$ cat src/rtl/core/gsdm_pkg.sv
// ----------------------------------------------------------------------------
// gsdm_pkg
// Shared types and constants for the grey stretch duotone map block.
// ----------------------------------------------------------------------------
package gsdm_pkg;

    localparam int PIX_W     = 8;
    localparam int NUM_CHAN  = 3;
    localparam int CFG_IDX_W = 3;

    // Each map word runs one quotient bit per divider step.
    localparam int DIV_STEPS = 8;
    localparam int STEP_W    = $clog2(DIV_STEPS);

    // floor(sum * 683 / 2048) equals floor(sum / 3) for every sum up to 765.
    localparam int RECIP3_MUL   = 683;
    localparam int RECIP3_SHIFT = 11;

    localparam logic CMD_MEASURE = 1'b0;
    localparam logic CMD_MAP     = 1'b1;

    typedef enum logic [CFG_IDX_W-1:0] {
        CFG_DARK_RED    = 3'd0,
        CFG_DARK_GREEN  = 3'd1,
        CFG_DARK_BLUE   = 3'd2,
        CFG_LIGHT_RED   = 3'd3,
        CFG_LIGHT_GREEN = 3'd4,
        CFG_LIGHT_BLUE  = 3'd5
    } t_cfg_idx;

    localparam logic [PIX_W-1:0] DARK_RESET  = 8'd0;
    localparam logic [PIX_W-1:0] LIGHT_RESET = 8'd255;
    localparam logic [PIX_W-1:0] MIN_RESET   = 8'd255;
    localparam logic [PIX_W-1:0] MAX_RESET   = 8'd0;

    // Commands from the controller to the datapath.
    typedef struct packed {
        logic load_in;
        logic calc_grey;
        logic prep;
        logic mul;
        logic div_step;
        logic load_out;
    } t_dp_cmd;

    // Status from the datapath to the controller.
    typedef struct packed {
        logic is_map;
        logic out_free;
    } t_dp_status;

endpackage

$ cat src/rtl/core/gsdm_ctrl.sv
// ----------------------------------------------------------------------------
// gsdm_ctrl
// Sequencer: accepts a word and steps the datapath through grey and setup;
// map words go on to multiply, the divider iterations and the output load.
// ----------------------------------------------------------------------------
module gsdm_ctrl (
    input  logic                i_clk,
    input  logic                i_rst_n,
    input  logic                i_in_valid,
    output logic                o_in_stall,
    input  gsdm_pkg::t_dp_status i_status,
    output gsdm_pkg::t_dp_cmd    o_cmd
);
    import gsdm_pkg::*;

    typedef enum logic [5:0] {
        S_IDLE = 6'b000001,
        S_GREY = 6'b000010,
        S_PREP = 6'b000100,
        S_MUL  = 6'b001000,
        S_DIV  = 6'b010000,
        S_DONE = 6'b100000
    } t_state;

    t_state             r_state;
    t_state             n_state;
    logic [STEP_W-1:0]  r_step;
    logic               step_last;

    assign step_last = (r_step == STEP_W'(DIV_STEPS - 1));

    always_comb begin
        n_state    = r_state;
        o_cmd      = '0;
        o_in_stall = 1'b1;
        case (r_state)
            S_IDLE: begin
                o_in_stall = 1'b0;
                if (i_in_valid) begin
                    o_cmd.load_in = 1'b1;
                    n_state       = S_GREY;
                end
            end
            S_GREY: begin
                o_cmd.calc_grey = 1'b1;
                n_state         = S_PREP;
            end
            S_PREP: begin
                o_cmd.prep = 1'b1;
                n_state    = i_status.is_map ? S_MUL : S_IDLE;
            end
            S_MUL: begin
                o_cmd.mul = 1'b1;
                n_state   = S_DIV;
            end
            S_DIV: begin
                o_cmd.div_step = 1'b1;
                if (step_last) begin
                    n_state = S_DONE;
                end
            end
            S_DONE: begin
                // Hold the result until the output register can take it.
                if (i_status.out_free) begin
                    o_cmd.load_out = 1'b1;
                    n_state        = S_IDLE;
                end
            end
            default: begin
                n_state = S_IDLE;
            end
        endcase
    end

    always_ff @(posedge i_clk) begin
        if (!i_rst_n) begin
            r_state <= S_IDLE;
            r_step  <= '0;
        end else begin
            r_state <= n_state;
            if (r_state == S_DIV) begin
                r_step <= r_step + 1'b1;
            end else begin
                r_step <= '0;
            end
        end
    end

endmodule

$ cat src/rtl/core/gsdm_datapath.sv
// ----------------------------------------------------------------------------
// gsdm_datapath
// Configuration registers, grey level, min/max statistics, three divider
// lanes for the stretch, and the output register.
// ----------------------------------------------------------------------------
module gsdm_datapath (
    input  logic                         i_clk,
    input  logic                         i_rst_n,
    input  gsdm_pkg::t_dp_cmd            i_cmd_bus,
    output gsdm_pkg::t_dp_status         o_status,
    input  logic                         i_cfg_wr_en,
    input  logic [gsdm_pkg::CFG_IDX_W-1:0] i_cfg_index,
    input  logic [gsdm_pkg::PIX_W-1:0]   i_cfg_wdata,
    input  logic                         i_cmd,
    input  logic                         i_first_pixel,
    input  logic [gsdm_pkg::PIX_W-1:0]   i_in_red,
    input  logic [gsdm_pkg::PIX_W-1:0]   i_in_green,
    input  logic [gsdm_pkg::PIX_W-1:0]   i_in_blue,
    input  logic [gsdm_pkg::PIX_W-1:0]   i_in_alpha,
    output logic                         o_out_valid,
    input  logic                         i_out_stall,
    output logic [gsdm_pkg::PIX_W-1:0]   o_out_red,
    output logic [gsdm_pkg::PIX_W-1:0]   o_out_green,
    output logic [gsdm_pkg::PIX_W-1:0]   o_out_blue,
    output logic [gsdm_pkg::PIX_W-1:0]   o_out_alpha
);
    import gsdm_pkg::*;

    localparam int SUM_W  = PIX_W + 2;
    localparam int PROD_W = 2 * PIX_W;
    localparam int NUM_W  = PROD_W + 1;
    localparam int REM_W  = PIX_W + 1;
    localparam int RES_W  = PIX_W + 2;

    logic [PIX_W-1:0] r_dark  [NUM_CHAN];
    logic [PIX_W-1:0] r_light [NUM_CHAN];

    logic             r_cmd;
    logic             r_first;
    logic [PIX_W-1:0] r_pix   [NUM_CHAN];
    logic [PIX_W-1:0] r_alpha;
    logic [PIX_W-1:0] r_grey;
    logic [PIX_W-1:0] r_min;
    logic [PIX_W-1:0] r_max;
    logic [PIX_W-1:0] r_n;
    logic [PIX_W-1:0] r_den;
    logic [REM_W-1:0] r_div;
    logic             r_flat;

    logic             r_out_valid;
    logic [PIX_W-1:0] r_out_chan [NUM_CHAN];
    logic [PIX_W-1:0] r_out_alpha;

    logic [SUM_W-1:0]                   grey_sum;
    logic [SUM_W+RECIP3_SHIFT-1:0]      grey_prod;
    logic [PIX_W-1:0]                   grey_clamped;
    logic [PIX_W-1:0]                   lane_result [NUM_CHAN];

    assign o_status.is_map   = (r_cmd == CMD_MAP);
    assign o_status.out_free = !r_out_valid || !i_out_stall;

    // Configuration writes; indexes past the list are dropped.
    always_ff @(posedge i_clk) begin
        if (!i_rst_n) begin
            for (int c = 0; c < NUM_CHAN; c++) begin
                r_dark[c]  <= DARK_RESET;
                r_light[c] <= LIGHT_RESET;
            end
        end else if (i_cfg_wr_en) begin
            case (i_cfg_index)
                CFG_DARK_RED:    r_dark[0]  <= i_cfg_wdata;
                CFG_DARK_GREEN:  r_dark[1]  <= i_cfg_wdata;
                CFG_DARK_BLUE:   r_dark[2]  <= i_cfg_wdata;
                CFG_LIGHT_RED:   r_light[0] <= i_cfg_wdata;
                CFG_LIGHT_GREEN: r_light[1] <= i_cfg_wdata;
                CFG_LIGHT_BLUE:  r_light[2] <= i_cfg_wdata;
                default: ;
            endcase
        end
    end

    always_ff @(posedge i_clk) begin
        if (i_cmd_bus.load_in) begin
            r_cmd   <= i_cmd;
            r_first <= i_first_pixel;
            r_pix[0] <= i_in_red;
            r_pix[1] <= i_in_green;
            r_pix[2] <= i_in_blue;
            r_alpha <= i_in_alpha;
        end
    end

    // Divide by three through a multiply with the reciprocal.
    assign grey_sum  = SUM_W'(r_pix[0]) + SUM_W'(r_pix[1]) + SUM_W'(r_pix[2]);
    assign grey_prod = (SUM_W + RECIP3_SHIFT)'(grey_sum * RECIP3_MUL);

    always_ff @(posedge i_clk) begin
        if (i_cmd_bus.calc_grey) begin
            r_grey <= grey_prod[RECIP3_SHIFT +: PIX_W];
        end
    end

    // A grey outside the measured range maps to the nearest end.
    always_comb begin
        grey_clamped = r_grey;
        if (r_grey < r_min) begin
            grey_clamped = r_min;
        end
        if (r_grey > r_max) begin
            grey_clamped = r_max;
        end
    end

    always_ff @(posedge i_clk) begin
        if (!i_rst_n) begin
            r_min <= MIN_RESET;
            r_max <= MAX_RESET;
        end else if (i_cmd_bus.prep && (r_cmd == CMD_MEASURE)) begin
            if (r_first) begin
                r_min <= r_grey;
                r_max <= r_grey;
            end else begin
                if (r_grey < r_min) begin
                    r_min <= r_grey;
                end
                if (r_grey > r_max) begin
                    r_max <= r_grey;
                end
            end
        end
    end

    always_ff @(posedge i_clk) begin
        if (i_cmd_bus.prep) begin
            r_flat <= (r_max <= r_min);
            r_n    <= grey_clamped - r_min;
            r_den  <= r_max - r_min;
        end
        if (i_cmd_bus.mul) begin
            r_div <= {r_den, 1'b0};
        end
    end

    // One lane per color channel. The quotient is
    // floor((2|d|n + den - neg) / (2 den)), which is at most |d|, so eight
    // restoring steps settle it; a falling channel subtracts it from dark.
    for (genvar g = 0; g < NUM_CHAN; g++) begin : g_lane
        logic             r_neg;
        logic [PIX_W-1:0] r_mag;
        logic [REM_W-1:0] r_rem;
        logic [PIX_W-1:0] r_quo;

        logic [PROD_W-1:0] prod;
        logic [NUM_W-1:0]  numer;
        logic [REM_W:0]    trial;
        logic              trial_ge;
        logic [REM_W:0]    trial_diff;
        logic [RES_W-1:0]  sum_ext;

        assign prod       = PROD_W'(r_mag * r_n);
        assign numer      = {prod, 1'b0} + NUM_W'(r_den) - NUM_W'(r_neg);
        assign trial      = {r_rem, r_quo[PIX_W-1]};
        assign trial_ge   = (trial >= {1'b0, r_div});
        assign trial_diff = trial - {1'b0, r_div};

        always_ff @(posedge i_clk) begin
            if (i_cmd_bus.prep) begin
                r_neg <= (r_light[g] < r_dark[g]);
                r_mag <= (r_light[g] < r_dark[g]) ? (r_dark[g] - r_light[g])
                                                  : (r_light[g] - r_dark[g]);
            end
            if (i_cmd_bus.mul) begin
                r_rem <= numer[NUM_W-1:PIX_W];
                r_quo <= numer[PIX_W-1:0];
            end else if (i_cmd_bus.div_step) begin
                r_rem <= trial_ge ? trial_diff[REM_W-1:0] : trial[REM_W-1:0];
                r_quo <= {r_quo[PIX_W-2:0], trial_ge};
            end
        end

        assign sum_ext = r_neg ? (RES_W'(r_dark[g]) - RES_W'(r_quo))
                               : (RES_W'(r_dark[g]) + RES_W'(r_quo));

        always_comb begin
            if (r_flat) begin
                lane_result[g] = r_dark[g];
            end else if (sum_ext[RES_W-1]) begin
                lane_result[g] = '0;
            end else if (sum_ext[PIX_W]) begin
                lane_result[g] = '1;
            end else begin
                lane_result[g] = sum_ext[PIX_W-1:0];
            end
        end
    end

    // Output register; the next word is accepted while a result waits here.
    always_ff @(posedge i_clk) begin
        if (!i_rst_n) begin
            r_out_valid <= 1'b0;
        end else if (i_cmd_bus.load_out) begin
            r_out_valid <= 1'b1;
        end else if (!i_out_stall) begin
            r_out_valid <= 1'b0;
        end
    end

    always_ff @(posedge i_clk) begin
        if (i_cmd_bus.load_out) begin
            for (int c = 0; c < NUM_CHAN; c++) begin
                r_out_chan[c] <= lane_result[c];
            end
            r_out_alpha <= r_alpha;
        end
    end

    assign o_out_valid = r_out_valid;
    assign o_out_red   = r_out_chan[0];
    assign o_out_green = r_out_chan[1];
    assign o_out_blue  = r_out_chan[2];
    assign o_out_alpha = r_out_alpha;

endmodule

$ cat src/rtl/core/grey_stretch_duotone_map_top.sv
// ----------------------------------------------------------------------------
// grey_stretch_duotone_map_top
// Two-pass duotone gradient map: measure words track the grey range, map
// words stretch grey between the dark and light colors.
// ----------------------------------------------------------------------------
// A measure word gives no result; a map word passes grey, setup, multiply,
// the 8-step restoring divider and the output load, then shows its result.
// The input stalls until the current word is through, and a map word also
// waits for the output register, so one word is in work at a time.
// Reset (synchronous, active low) clears the sequencer and output valid,
// loads dark 0 / light 255 colors and an empty grey range.
module grey_stretch_duotone_map_top (
    input  logic                           i_clk,
    input  logic                           i_rst_n,
    input  logic                           i_cfg_wr_en,
    input  logic [gsdm_pkg::CFG_IDX_W-1:0] i_cfg_index,
    input  logic [gsdm_pkg::PIX_W-1:0]     i_cfg_wdata,
    input  logic                           i_in_valid,
    output logic                           o_in_stall,
    input  logic                           i_cmd,
    input  logic                           i_first_pixel,
    input  logic [gsdm_pkg::PIX_W-1:0]     i_in_red,
    input  logic [gsdm_pkg::PIX_W-1:0]     i_in_green,
    input  logic [gsdm_pkg::PIX_W-1:0]     i_in_blue,
    input  logic [gsdm_pkg::PIX_W-1:0]     i_in_alpha,
    output logic                           o_out_valid,
    input  logic                           i_out_stall,
    output logic [gsdm_pkg::PIX_W-1:0]     o_out_red,
    output logic [gsdm_pkg::PIX_W-1:0]     o_out_green,
    output logic [gsdm_pkg::PIX_W-1:0]     o_out_blue,
    output logic [gsdm_pkg::PIX_W-1:0]     o_out_alpha
);
    import gsdm_pkg::*;

    t_dp_cmd    dp_cmd;
    t_dp_status dp_status;

    gsdm_ctrl u_ctrl (
        .i_clk      (i_clk),
        .i_rst_n    (i_rst_n),
        .i_in_valid (i_in_valid),
        .o_in_stall (o_in_stall),
        .i_status   (dp_status),
        .o_cmd      (dp_cmd)
    );

    gsdm_datapath u_datapath (
        .i_clk         (i_clk),
        .i_rst_n       (i_rst_n),
        .i_cmd_bus     (dp_cmd),
        .o_status      (dp_status),
        .i_cfg_wr_en   (i_cfg_wr_en),
        .i_cfg_index   (i_cfg_index),
        .i_cfg_wdata   (i_cfg_wdata),
        .i_cmd         (i_cmd),
        .i_first_pixel (i_first_pixel),
        .i_in_red      (i_in_red),
        .i_in_green    (i_in_green),
        .i_in_blue     (i_in_blue),
        .i_in_alpha    (i_in_alpha),
        .o_out_valid   (o_out_valid),
        .i_out_stall   (i_out_stall),
        .o_out_red     (o_out_red),
        .o_out_green   (o_out_green),
        .o_out_blue    (o_out_blue),
        .o_out_alpha   (o_out_alpha)
    );

    // The block is busy on the cycle after it takes a word.
    a_busy_after_accept: assert property (@(posedge i_clk) disable iff (!i_rst_n)
        (i_in_valid && !o_in_stall) |=> o_in_stall)
        else $error("input taken while a word is still in work");

    // A result is only loaded when the output register can give way.
    a_load_out_free: assert property (@(posedge i_clk) disable iff (!i_rst_n)
        dp_cmd.load_out |-> dp_status.out_free)
        else $error("output register overwritten while stalled");

    // The sequencer issues at most one datapath command per cycle.
    a_cmd_onehot: assert property (@(posedge i_clk) disable iff (!i_rst_n)
        $onehot0({dp_cmd.load_in, dp_cmd.calc_grey, dp_cmd.prep, dp_cmd.mul,
                  dp_cmd.div_step, dp_cmd.load_out}))
        else $error("more than one datapath command at once");

    // After loading a result the output is valid on the next cycle.
    a_load_sets_valid: assert property (@(posedge i_clk) disable iff (!i_rst_n)
        dp_cmd.load_out |=> o_out_valid)
        else $error("loaded result not presented");

endmodule

$ cat config.mk
export PLATFORM = sky130hd
export DESIGN_NAME = grey_stretch_duotone_map_top
export DESIGN_NICKNAME = d
export VERILOG_FILES = /design/src/rtl/core/gsdm_pkg.sv /design/src/rtl/core/gsdm_ctrl.sv /design/src/rtl/core/gsdm_datapath.sv /design/src/rtl/core/grey_stretch_duotone_map_top.sv
export SDC_FILE = /design/constraint.sdc
export NUM_CORES = 1
export LEC_CHECK = 0
export BUFFER_PORTS_ARGS = -buffer_cell sky130_fd_sc_hd__buf_2
export CAP_MARGIN = 20
export CORE_ASPECT_RATIO = 1.25
export CORE_MARGIN = 2
export CORE_UTILIZATION = 25
export DETAILED_ROUTE_END_ITERATION = 8
export PLACE_DENSITY_LB_ADDON = 0.25
export SYNTH_ARGS = -nofsm -noshare
export SYNTH_HDL_FRONTEND = slang
export SYNTH_SLANG_ARGS = --single-unit
$ cat constraint.sdc
create_clock -name i_clk -period 6.12 [get_ports i_clk]
set_clock_uncertainty 0.05 [all_clocks]
set_input_delay 1.224 -clock i_clk [delete_from_list [all_inputs] [get_ports i_clk]]
set_output_delay 1.224 -clock i_clk [all_outputs]
set_load 0.02 [all_outputs]
==> results of run 1 <==
[final cells by class]
type                            instances  area [um^2]  area share (%)
Tap cell                             1330         1664           5.301
Sequential cell                       251         7277           23.18
Clock inverter                         22        217.7          0.6934
Multi-Input combinational cell       1976        17480           55.69
Clock buffer                           31        733.2           2.335
Timing Repair Buffer                  319         2318           7.385
Inverter                              453         1700           5.416
[through the flow]
step	hold WS (ps)	instance area, um^2
2_1_floorplan	346.2	25910
3_3_place_gp	350.5	29320
3_5_place_dp	354.5	29330
4_1_cts	369.7	30520
5_1_grt	377.8	31400
6_report	368.4	31400
[cell families (layout without fill, tap and decap cells)]
family / count (synthesis) / after routing / synth area share, %
fa+ha+maj: 549 / 549 / 30.88
compound gates: 573 / 573 / 14.16
xor+xnor: 159 / 159 / 5.606
mux: 40 / 40 / 1.578
flops: 251 / 251 / 28.16
simple gates: 655 / 655 / 12.20
buf+inv: 510 / 825 / 7.427
[sequential cells by signal, summed over array words and instances (netlist names), 24 cells and up]
name and flops:
u_datapath.g_lane.r_rem 27, u_datapath.g_lane.r_mag 24, u_datapath.g_lane.r_quo 24, u_datapath.r_dark 24, u_datapath.r_light 24, u_datapath.r_out_chan 24
u_datapath.r_pix 24
[worst paths after layout]
| path | start | endpoint | slack (ps) | depth (start not counted) |
|---|---|---|---|---|
| max | u_datapath.r_pix[0][1] | u_datapath.r_grey[4] | -90 | 26 |
| max reg2reg | u_datapath.r_pix[0][1] | u_datapath.r_grey[4] | -90 | 26 |
| min | u_datapath.r_alpha[6] | u_datapath.o_out_alpha[6] | 370 | 0 |
| min reg2reg | u_datapath.r_alpha[6] | u_datapath.o_out_alpha[6] | 370 | 0 |
[worst max-delay path: stages (launching register included)]
cell and delay [ps]:
edfxtp_1 410, buf_6 140, fa_2 390, a21oi_2 150, nor2_2 60, nor2_1 110, xnor2_1 160, ha_1 310
buf_6 140, o2111ai_4 50, o21ai_2 90, buf_4 150, o41ai_4 290, xnor2_2 110, xnor2_1 150, ha_1 330
fa_1 470, fa_1 550, fa_2 460, ha_4 170, a211o_1 270, a21oi_2 140, o21ba_4 160, o21ai_4 60
and2_4 150, o21a_1 180, o31a_1 240
[cell usage in the layout (no fill, tap or decap), drive strengths merged, types with 88 or more instances in the layout]
cell type and count:
inv 461, ha 401, buf 318, nand2 243, edfxtp 225, a21oi 160, o21ai 157, fa 148
nor2 117, xnor2 110, and2 88
[layer usage]
layer  up-vias  global-route usage [%]  part of all wire (%)
li1       9869                       -                     -
met1      9326                   15.20                    42
met2       221                   25.30                    53
met3        69                   1.039                   2.3
met4         0                   3.487                   2.5
met5         -                       0                     0
[timing repair]
action,CTS,global route
pin swaps,19,88
setup endpoints to repair,12,22
gates resized for setup,36,128
gates cloned,0,1
setup buffers,12,26
==> metrics.md, run 1 <==
| Metric | Value |
|---|---|
| Status | `finished with violations` |
| Failing checks | `negative setup slack` |
| TritonCTS Buffers | `29` |
| CP Launch Type | `flip-flop` |
| Fill count | `around 11000` |
| Worst path required time | `6410 ps` |
| Synth Area per Inst | `9.442 um^2` |
| Total die area | `106000 um^2` |
| 1st-iter DRT viols | `741` |
| Total Routing Usage GR | `a little over an eighth` |
| Setup ws final | `-92.77 ps` |
| Final nets | `3629` |
| Synth top area cells | `edfxtp_1, ha_1, fa_1, inv_1, xnor2_1` |
| Hold_buf cts | `0` |
| Largest net degree at the start of global routing | `53` |
| Top-area cell type share of the netlist area | `26.14%` |
| Final core occ | `approximately 31%` |
| First-pass iteration count of the detailed router | `5` |
| Clk sinks | `251` |
| Vias in the first global route | `between 15000 and 20000` |
| Die X | `roughly 300 um` |
| Syn-to-layout area delta | `21.48%` |
| Final Max Slew Viols | `0` |
| Vias per inst | `~4.4` |
| Crit Path Category | `flip-flop to flip-flop` |
| IO buf count | `83` |
| Async SR Flop Fraction | `0%` |
| Final TNS setup | `-176.9 ps` |
| Post-synth top flop | `edfxtp_1` |
| Initial Utilization | `25.27%` |
| Worst Setup End Kind | `flip-flop` |
| H-tree lvl count | `1` |
| DRT antenna net count | `0` |
| Sequential share of the synthesized area | `28.16%` |
| Mapped Area | `25840 um^2` |
| Yosys reg bits | `251` |
| Top-Level Pins | `between 80 and 90` |
| Max Freq | `between 150 and 200 MHz` |
| Via count | `19485` |
| Data arrival, critical path | `6500 ps` |
| Drt total wl | `69.68 mm` |
| Placed Cells incl. Taps | `4291` |
| Clock buffer depth | `3` |
| Syn_nets | `3336` |
| Finished Layout Cells | `4382` |
| Wire per inst | `between 15 and 20 um` |
| Hold crit path type | `flip-flop to flip-flop` |
| N_diodes | `0` |
| DP Worst Slack | `-319.5 ps` |
| Synth Instances | `~2700` |
| Clk slew on worst S/H paths | `60 ps` |
| Core area | `102300 um^2` |
| Initial antenna violation count | `0` |
| Post-synth cell types | `74` |
| Most numerous cell in the Yosys netlist | `inv_1` |
| DRC Markers | `0` |
| Relative slew slack | `30.18%` |
| Final setup viols | `4` |
| Final Cycle Share | `101.5%` |
| Worst-margin pin slew | `1038 ps` |
| CTS tree | `built` |
| Row cnt | `131` |
| Top post-synthesis cells by count | `inv_1, ha_1, nand2_1` |
| Clk_lat worst skew | `610 ps` |
| Chip height | `363.5 um` |
| Hpwl dp | `56.64 mm` |
| Clock root cell | `clkbuf_16` |
| Worst-path fanout max | `3` |
| Post-synth EDFFs | `225` |
| Unrepaired setup endpoints after global routing | `yes` |
| Synth Warn # | `0` |
| Layout cells sized above 1 | `17.50%` |
| Max_cap viols | `0` |
| Post-layout min period | `6213 ps` |
| GRT Residual Overflow | `0` |
| Post-synth top area cell | `edfxtp_1` |
| Placer Congestion | `0.8402` |
| Final hold violations | `0` |
| Global-route wire length before repair | `109.5 mm` |
Power of run 1 is left out: the tool's default activity adds up to more than one toggle a clock period on the data nets, which glitch-free logic cannot reach.
==> run 2, diff against run 1 <==
--- a/config.mk
+++ b/config.mk
@@ -12,6 +12,8 @@
 export CORE_UTILIZATION = 25
 export DETAILED_ROUTE_END_ITERATION = 8
 export PLACE_DENSITY_LB_ADDON = 0.25
+export REMOVE_ABC_BUFFERS = 1
+export SETUP_SLACK_MARGIN = 0.02
 export SYNTH_ARGS = -nofsm -noshare
 export SYNTH_HDL_FRONTEND = slang
 export SYNTH_SLANG_ARGS = --single-unit
==> run 2 against run 1 <==
The flow still finishes with violations (negative setup slack); worst hold slack lost 3.9 ps; utilization grew 0.51 points; worst setup slack worse by 45 ps; first-iteration DRC count grew 11%.
==> metrics.md, run 2 (synthesis results as in run 1) <==
| Metric | Value |
|---|---|
| Status | `finished with violations` |
| Failing checks | `negative setup slack` |
| Clock root cell | `clkbuf_16` |
| Vias in the first global route | `19885 (+0.40%)` |
| Total die area | `106000 um^2 (unchanged)` |
| Post-layout min period | `6258 ps (+45.16 ps)` |
| Worst-path fanout max | `3 (unchanged)` |
| Syn-to-layout area delta | `23.50%` |
| Max_cap viols | `0 (unchanged)` |
| Die X | `291.6 um (unchanged)` |
| Global routing usage on met3 | `1.082% (+0.043 points)` |
| Core area | `102300 um^2 (unchanged)` |
| CP top delay family | `adder cells` |
| Max Freq | `159.8 MHz (-0.72%)` |
| Data arrival, critical path | `6530 ps (+30 ps)` |
| Relative slew slack | `38.01% (+7.8 points)` |
| Final Max Slew Viols | `0 (unchanged)` |
| R2r setup slk | `-140 ps (-50 ps)` |
| Critical path, cell by cell | `ha_2, fa_2, buf_4, xor2_1, ha_1, buf_4, nor2b_1, o2111ai_1, o21ai_2, o41ai_2, xnor2_1, xnor2_1, ha_1, fa_1, fa_1, fa_2, ha_2, a211o_1, a21oi_2, o21ba_4, o21ai_2, and2_4, o21a_1, o31a_1` |
| TritonCTS Buffers | `28 (-3.4%)` |
| DRT antenna net count | `0 (unchanged)` |
| Worst path required time | `6400 ps (about the same)` |
| Clk slew on worst S/H paths | `60 ps (about the same)` |
| Final hold violations | `0 (unchanged)` |
| Placer Congestion | `0.8007 (-4.7%)` |
| Chip height | `363.5 um (unchanged)` |
| Worst Setup End Kind | `flip-flop` |
| Via count | `19547 (+0.32%)` |
| H-tree lvl count | `1 (unchanged)` |
| Drt total wl | `69.23 mm (-0.63%)` |
| Total Routing Usage GR | `12.84% (-0.19 points)` |
| Vias per inst | `4.432 (-0.32%)` |
| Fill count | `10747 (-0.52%)` |
| Clk sinks | `251 (unchanged)` |
| Largest net degree at the start of global routing | `64 (+21%)` |
| Setup ws final | `-137.9 ps (-45.16 ps)` |
| Worst reg2reg path depth | `24 (-7.7%)` |
| Met1 usage | `15.38% (+0.18 points)` |
| Initial Utilization | `25.27% (unchanged)` |
| Clk_lat worst skew | `590 ps (-20 ps)` |
| Layout cells sized above 1 | `19.45% (+2.0 points)` |
| Final core occ | `31.21% (+0.51 points)` |
| Wire per inst | `15.70 um (-1.3%)` |
| First-pass iteration count of the detailed router | `5 (unchanged)` |
| DRC Markers | `0 (unchanged)` |
| Top-Level Pins | `84 (unchanged)` |
| Crit Path Category | `flip-flop to flip-flop` |
| Hpwl dp | `55.38 mm (-2.2%)` |
| CP Launch Type | `flip-flop` |
| Met2 Use GR | `24.19% (-1.1 points)` |
| Clock buffer depth | `3 (unchanged)` |
| Launch point of the worst reg-to-reg path | `u_datapath.r_pix[0][8]` |
| N_diodes | `0 (unchanged)` |
| CTS tree | `built` |
| Worst Setup SP | `u_datapath.r_pix[0][8]` |
| Crit path buf inv count | `2 (-1)` |
| Global-route wire length before repair | `108.4 mm (-0.96%)` |
| Critical path's largest stage delay | `550 ps (about the same)` |
| Hold crit path type | `flip-flop to flip-flop` |
| Worst path slowest cell | `fa_1` |
| Row cnt | `131 (unchanged)` |
| Final setup viols | `6 (+2)` |
| Largest Register | `u_datapath.g_lane.r_rem` |
| Hold_buf cts | `0 (unchanged)` |
| DP Worst Slack | `-593.3 ps (-273.9 ps)` |
| Global routing's busiest layer | `met2` |
| Worst-margin pin slew | `927.6 ps (-110.8 ps)` |
| CP Depth | `24 (-7.7%)` |
| Max reg flops | `27 (unchanged)` |
| Commonest non-fill, non-tap cells in the layout | `inv_1, ha_1, buf_4` |
| Post-Place Cell Area | `29560 um^2 (+0.78%)` |
| Crit path capture | `u_datapath.r_grey[4]` |
| GRT Residual Overflow | `0 (unchanged)` |
| Final Cycle Share | `102.3% (+0.74 points)` |
| Commonest non-fill, non-tap cell in the layout | `inv_1` |
| Design area | `31920 um^2 (+1.7%)` |
| Initial antenna violation count | `0 (unchanged)` |
| R2R Path End | `u_datapath.r_grey[4]` |
| Final nets | `3659 (+0.83%)` |
| 1st-iter DRT viols | `819 (+11%)` |
| IO buf count | `83 (unchanged)` |
| Unrepaired setup endpoints after global routing | `yes` |
-- run 2: final cells by class --
cell class | instances | area [um^2] | share of cell area [%]
clock buffer | 31 | 733.2 | 2.297
tap | 1330 | 1664 | 5.214
multi-input combinational | 1976 | 17650 | 55.31
inverter | 453 | 1700 | 5.328
timing repair buffer | 350 | 2608 | 8.170
sequential | 251 | 7277 | 22.80
clock inverter | 19 | 281.5 | 0.8820
-- run 2: what timing repair did --
item	4_1_cts	5_1_grt
resized for setup	67	173
cloned	0	1
setup buffers	14	21
endpoints found under the setup margin	14	23
pin swaps	54	110
-- run 2: stage by stage --
stage                     TNS (ps)  hold slack, ps  cells
after floorplan              -1012           345.7   2680
final                       -349.4           364.5   4410
after global placement       -4457           351.6   4325
after CTS                   -980.9           366.5   4388
after detailed placement     -4451           355.5   4325
after global routing         -3306           376.3   4410
-- run 2: worst min path at each step --
stage | start | to | slack (ps) | cells past startpoint
2_1_floorplan | u_ctrl.r_step[0] | u_ctrl.r_step[0] | 350 | 1
3_3_place_gp | u_datapath.r_alpha[3] | u_datapath.o_out_alpha[3] | 350 | 0
3_5_place_dp | u_datapath.r_alpha[5] | u_datapath.o_out_alpha[5] | 360 | 0
4_1_cts | u_datapath.r_alpha[0] | u_datapath.o_out_alpha[0] | 370 | 0
5_1_grt | u_datapath.r_alpha[3] | u_datapath.o_out_alpha[3] | 380 | 0
6_report | u_datapath.r_alpha[0] | u_datapath.o_out_alpha[0] | 360 | 0
-- run 2: layer usage --
metal,wire length (um),up-vias
met3,1780,73
met1,29680,9329
li1,-,9912
met4,1922,0
met2,35850,233
met5,0,-
-- run 2: worst reg2reg max path, stage by stage, from the launching register on --
cell       delay (ps)
edfxtp_1          370
ha_2              210
fa_2              370
buf_4             140
xor2_1            130
ha_1              290
buf_4             150
nor2b_1           140
o2111ai_1         200
o21ai_2           120
o41ai_2           300
xnor2_1           220
xnor2_1           160
ha_1              280
fa_1              460
fa_1              550
fa_2              440
ha_2              190
a211o_1           280
a21oi_2           160
o21ba_4           150
o21ai_2            70
and2_4            160
o21a_1            180
o31a_1            240
Power of run 2 is left out for the same reason.
==> run 3, diff against run 2 <==
--- a/config.mk
+++ b/config.mk
@@ -7,6 +7,8 @@
 export LEC_CHECK = 0
 export BUFFER_PORTS_ARGS = -buffer_cell sky130_fd_sc_hd__buf_2
 export CAP_MARGIN = 20
+export CELL_PAD_IN_SITES_DETAIL_PLACEMENT = 0
+export CELL_PAD_IN_SITES_GLOBAL_PLACEMENT = 1
 export CORE_ASPECT_RATIO = 1.25
 export CORE_MARGIN = 2
 export CORE_UTILIZATION = 25
==> run 3 against run 2 <==
The run still ends with negative setup slack left; sequential share of layout area is 0.35 points higher; highest routed layer unchanged; largest cell class unchanged; first-iteration DRC count is 16% lower; global-route usage is 0.34 points higher; cell area is 1.5% lower; die area stayed put; worst setup slack worse by 52 ps; non-clock buffer count is 27 lower; clock-buffer cell count is 1 lower; critical path depth stayed put; utilization is 0.47 points lower; critical endpoint unchanged; cell count is 0.54% lower.
==> metrics.md, run 3 (synthesis results as in run 1) <==
| Metric | Value |
|---|---|
| Status | `finished with violations` |
| Failing checks | `negative setup slack` |
| Row cnt | `131 (unchanged)` |
| Clk sinks | `251 (unchanged)` |
| Final core occ | `30.74% (-0.47 points)` |
| First-pass iteration count of the detailed router | `5 (unchanged)` |
| Worst Setup SP | `u_datapath.r_pix[0][0]` |
| Worst-margin pin slew | `994.7 ps (+67.06 ps)` |
| Clock buffer depth | `3 (unchanged)` |
| Met1 usage | `16.60% (+1.2 points)` |
| Setup ws final | `-189.5 ps (-51.52 ps)` |
| Core area | `102300 um^2 (unchanged)` |
| Clk_lat worst skew | `600 ps (about the same)` |
| Largest Register | `u_datapath.g_lane.r_rem` |
| Drt total wl | `69.42 mm (+0.27%)` |
| Post-layout min period | `6309 ps (+51.52 ps)` |
| Initial Utilization | `25.27% (unchanged)` |
| TritonCTS Buffers | `29 (+3.6%)` |
| Worst reg2reg path depth | `24 (unchanged)` |
| Initial antenna violation count | `0 (unchanged)` |
| Total die area | `106000 um^2 (unchanged)` |
| Critical path, cell by cell | `ha_2, fa_2, buf_6, xor2_2, ha_1, buf_6, nor2b_4, o2111ai_2, o21ai_2, o41ai_4, xnor2_2, xnor2_1, ha_1, fa_1, fa_1, fa_2, ha_4, a211o_1, a21oi_2, o21ba_4, o21ai_4, and2_4, o21a_1, o31a_1` |
| Global-route wire length before repair | `111.3 mm (+2.7%)` |
| Final hold violations | `0 (unchanged)` |
| Worst Setup End Kind | `flip-flop` |
| Hold slack final | `363.5 ps (-1.038 ps)` |
| DP Worst Slack | `-713.5 ps (-120.2 ps)` |
| Vias per inst | `4.358 (-1.7%)` |
| Critical path's largest stage delay | `540 ps (about the same)` |
| Global routing usage on met3 | `0.8740% (-0.21 points)` |
| Clk slew on worst S/H paths | `70 ps (about the same)` |
| Met2 Use GR | `24.69% (+0.50 points)` |
| Clock root cell | `clkbuf_16` |
| Final Max Slew Viols | `0 (unchanged)` |
| Wire per inst | `15.83 um (+0.81%)` |
| Hpwl dp | `56.25 mm (+1.6%)` |
| H-tree lvl count | `1 (unchanged)` |
| R2r setup slk | `-190 ps (-50 ps)` |
| Max reg flops | `27 (unchanged)` |
| Worst path required time | `6400 ps (about the same)` |
| R2R Path End | `u_datapath.r_grey[4]` |
| GRT Residual Overflow | `0 (unchanged)` |
| Placed Cells incl. Taps | `4288 (-0.86%)` |
| Placer Congestion | `0.7691 (-3.9%)` |
| Largest net degree at the start of global routing | `47 (-27%)` |
| Vias in the first global route | `20104 (+1.1%)` |
| N_diodes | `0 (unchanged)` |
| Worst path slowest cell | `fa_1` |
| Relative slew slack | `33.53% (-4.5 points)` |
| Commonest non-fill, non-tap cell in the layout | `inv_1` |
| Layout cells sized above 1 | `17.70% (-1.7 points)` |
| Unrepaired setup endpoints after global routing | `yes` |
| Worst-path fanout max | `3 (unchanged)` |
| Syn-to-layout area delta | `21.65%` |
| Die X | `291.6 um (unchanged)` |
| Top-Level Pins | `84 (unchanged)` |
| DRC Markers | `0 (unchanged)` |
| Finished Layout Cells | `4386 (-0.54%)` |
| Launch point of the worst reg-to-reg path | `u_datapath.r_pix[0][0]` |
| CTS tree | `built` |
| Hold crit path type | `flip-flop to flip-flop` |
| Final setup viols | `5 (-1)` |
| Crit Path Category | `flip-flop to flip-flop` |
| Crit path capture | `u_datapath.r_grey[4]` |
| Global routing's busiest layer | `met2` |
| Data arrival, critical path | `6590 ps (+60 ps)` |
| Total Routing Usage GR | `13.18% (+0.34 points)` |
| IO buf count | `83 (unchanged)` |
| Final nets | `3633 (-0.71%)` |
| Fill count | `10879 (+1.2%)` |
| 1st-iter DRT viols | `686 (-16%)` |
| Commonest non-fill, non-tap cells in the layout | `inv_1, ha_1, nand2_1` |
| DRT antenna net count | `0 (unchanged)` |
| Max Freq | `158.5 MHz (-0.82%)` |
| Max_cap viols | `0 (unchanged)` |
| CP Launch Type | `flip-flop` |
| Chip height | `363.5 um (unchanged)` |
| Final Cycle Share | `103.1% (+0.84 points)` |
| Via count | `19115 (-2.2%)` |
## run 3: cell types whose count changed in the layout (fill, tap and decap cells not counted), sizes merged
cell / before / now
buf: 348 / 322
clkinvlp: 7 / 3
bufinv: 7 / 5
clkbuf: 33 / 31
inv: 452 / 456
clkinv: 6 / 12
## run 3: worst max-delay path, delay by kind of cell (launching register included)
| family | cells | cell delay, ps |
|---|---|---|
| AO/OA/AOI/OAI | 9 | 1750 |
| XOR/XNOR | 3 | 460 |
| adder cells (fa/ha/maj) | 8 | 2870 |
| buffers and inverters | 2 | 250 |
| flip-flops | 1 | 380 |
| AND/OR/NAND/NOR | 2 | 270 |
## run 3: layout make-up
class	count	area (um^2)	share of cell area (%)
Multi-Input combinational cell	1976	17450	55.51
Sequential cell	251	7277	23.15
Timing Repair Buffer	323	2332	7.419
Inverter	453	1700	5.409
Tap cell	1330	1664	5.293
Clock buffer	30	729.5	2.320
Clock inverter	23	284.0	0.9034
## run 3: metrics by stage
| stage | TNS (ps) | cell area, um^2 |
|---|---|---|
| CTS | -459.4 | 30590 |
| global placement | -4558 | 29230 |
| global route | -3006 | 31440 |
| finish | -597.1 | 31440 |
| detailed placement | -4655 | 29250 |
| floorplan | -1012 | 25620 |
## run 3: what timing repair did
| item | 4_1_cts | 5_1_grt |
|---|---|---|
| setup endpoints to repair | 12 | 20 |
| buffers inserted | 18 | 26 |
| resized for setup | 51 | 137 |
| pin swaps | 38 | 108 |
| hold buffers | 0 | 0 |
## run 3: routing by layer
metal	wire, um	up-vias
met5	0	-
met4	970	0
met3	1086	42
met2	35620	171
met1	31740	9029
li1	-	9873
## run 3: worst min path at each step
| stage | from | end | slack (ps) | cells after the start |
|---|---|---|---|---|
| after floorplan | u_ctrl.r_step[0] | u_ctrl.r_step[0] | 350 | 1 |
| after global placement | u_datapath.r_alpha[4] | u_datapath.o_out_alpha[4] | 350 | 0 |
| after detailed placement | u_datapath.r_alpha[4] | u_datapath.o_out_alpha[4] | 350 | 0 |
| after CTS | u_datapath.r_alpha[5] | u_datapath.o_out_alpha[5] | 370 | 0 |
| after global routing | u_datapath.r_alpha[4] | u_datapath.o_out_alpha[4] | 380 | 0 |
| final | u_datapath.r_alpha[5] | u_datapath.o_out_alpha[5] | 360 | 0 |
Power of run 3 is left out for the same reason.
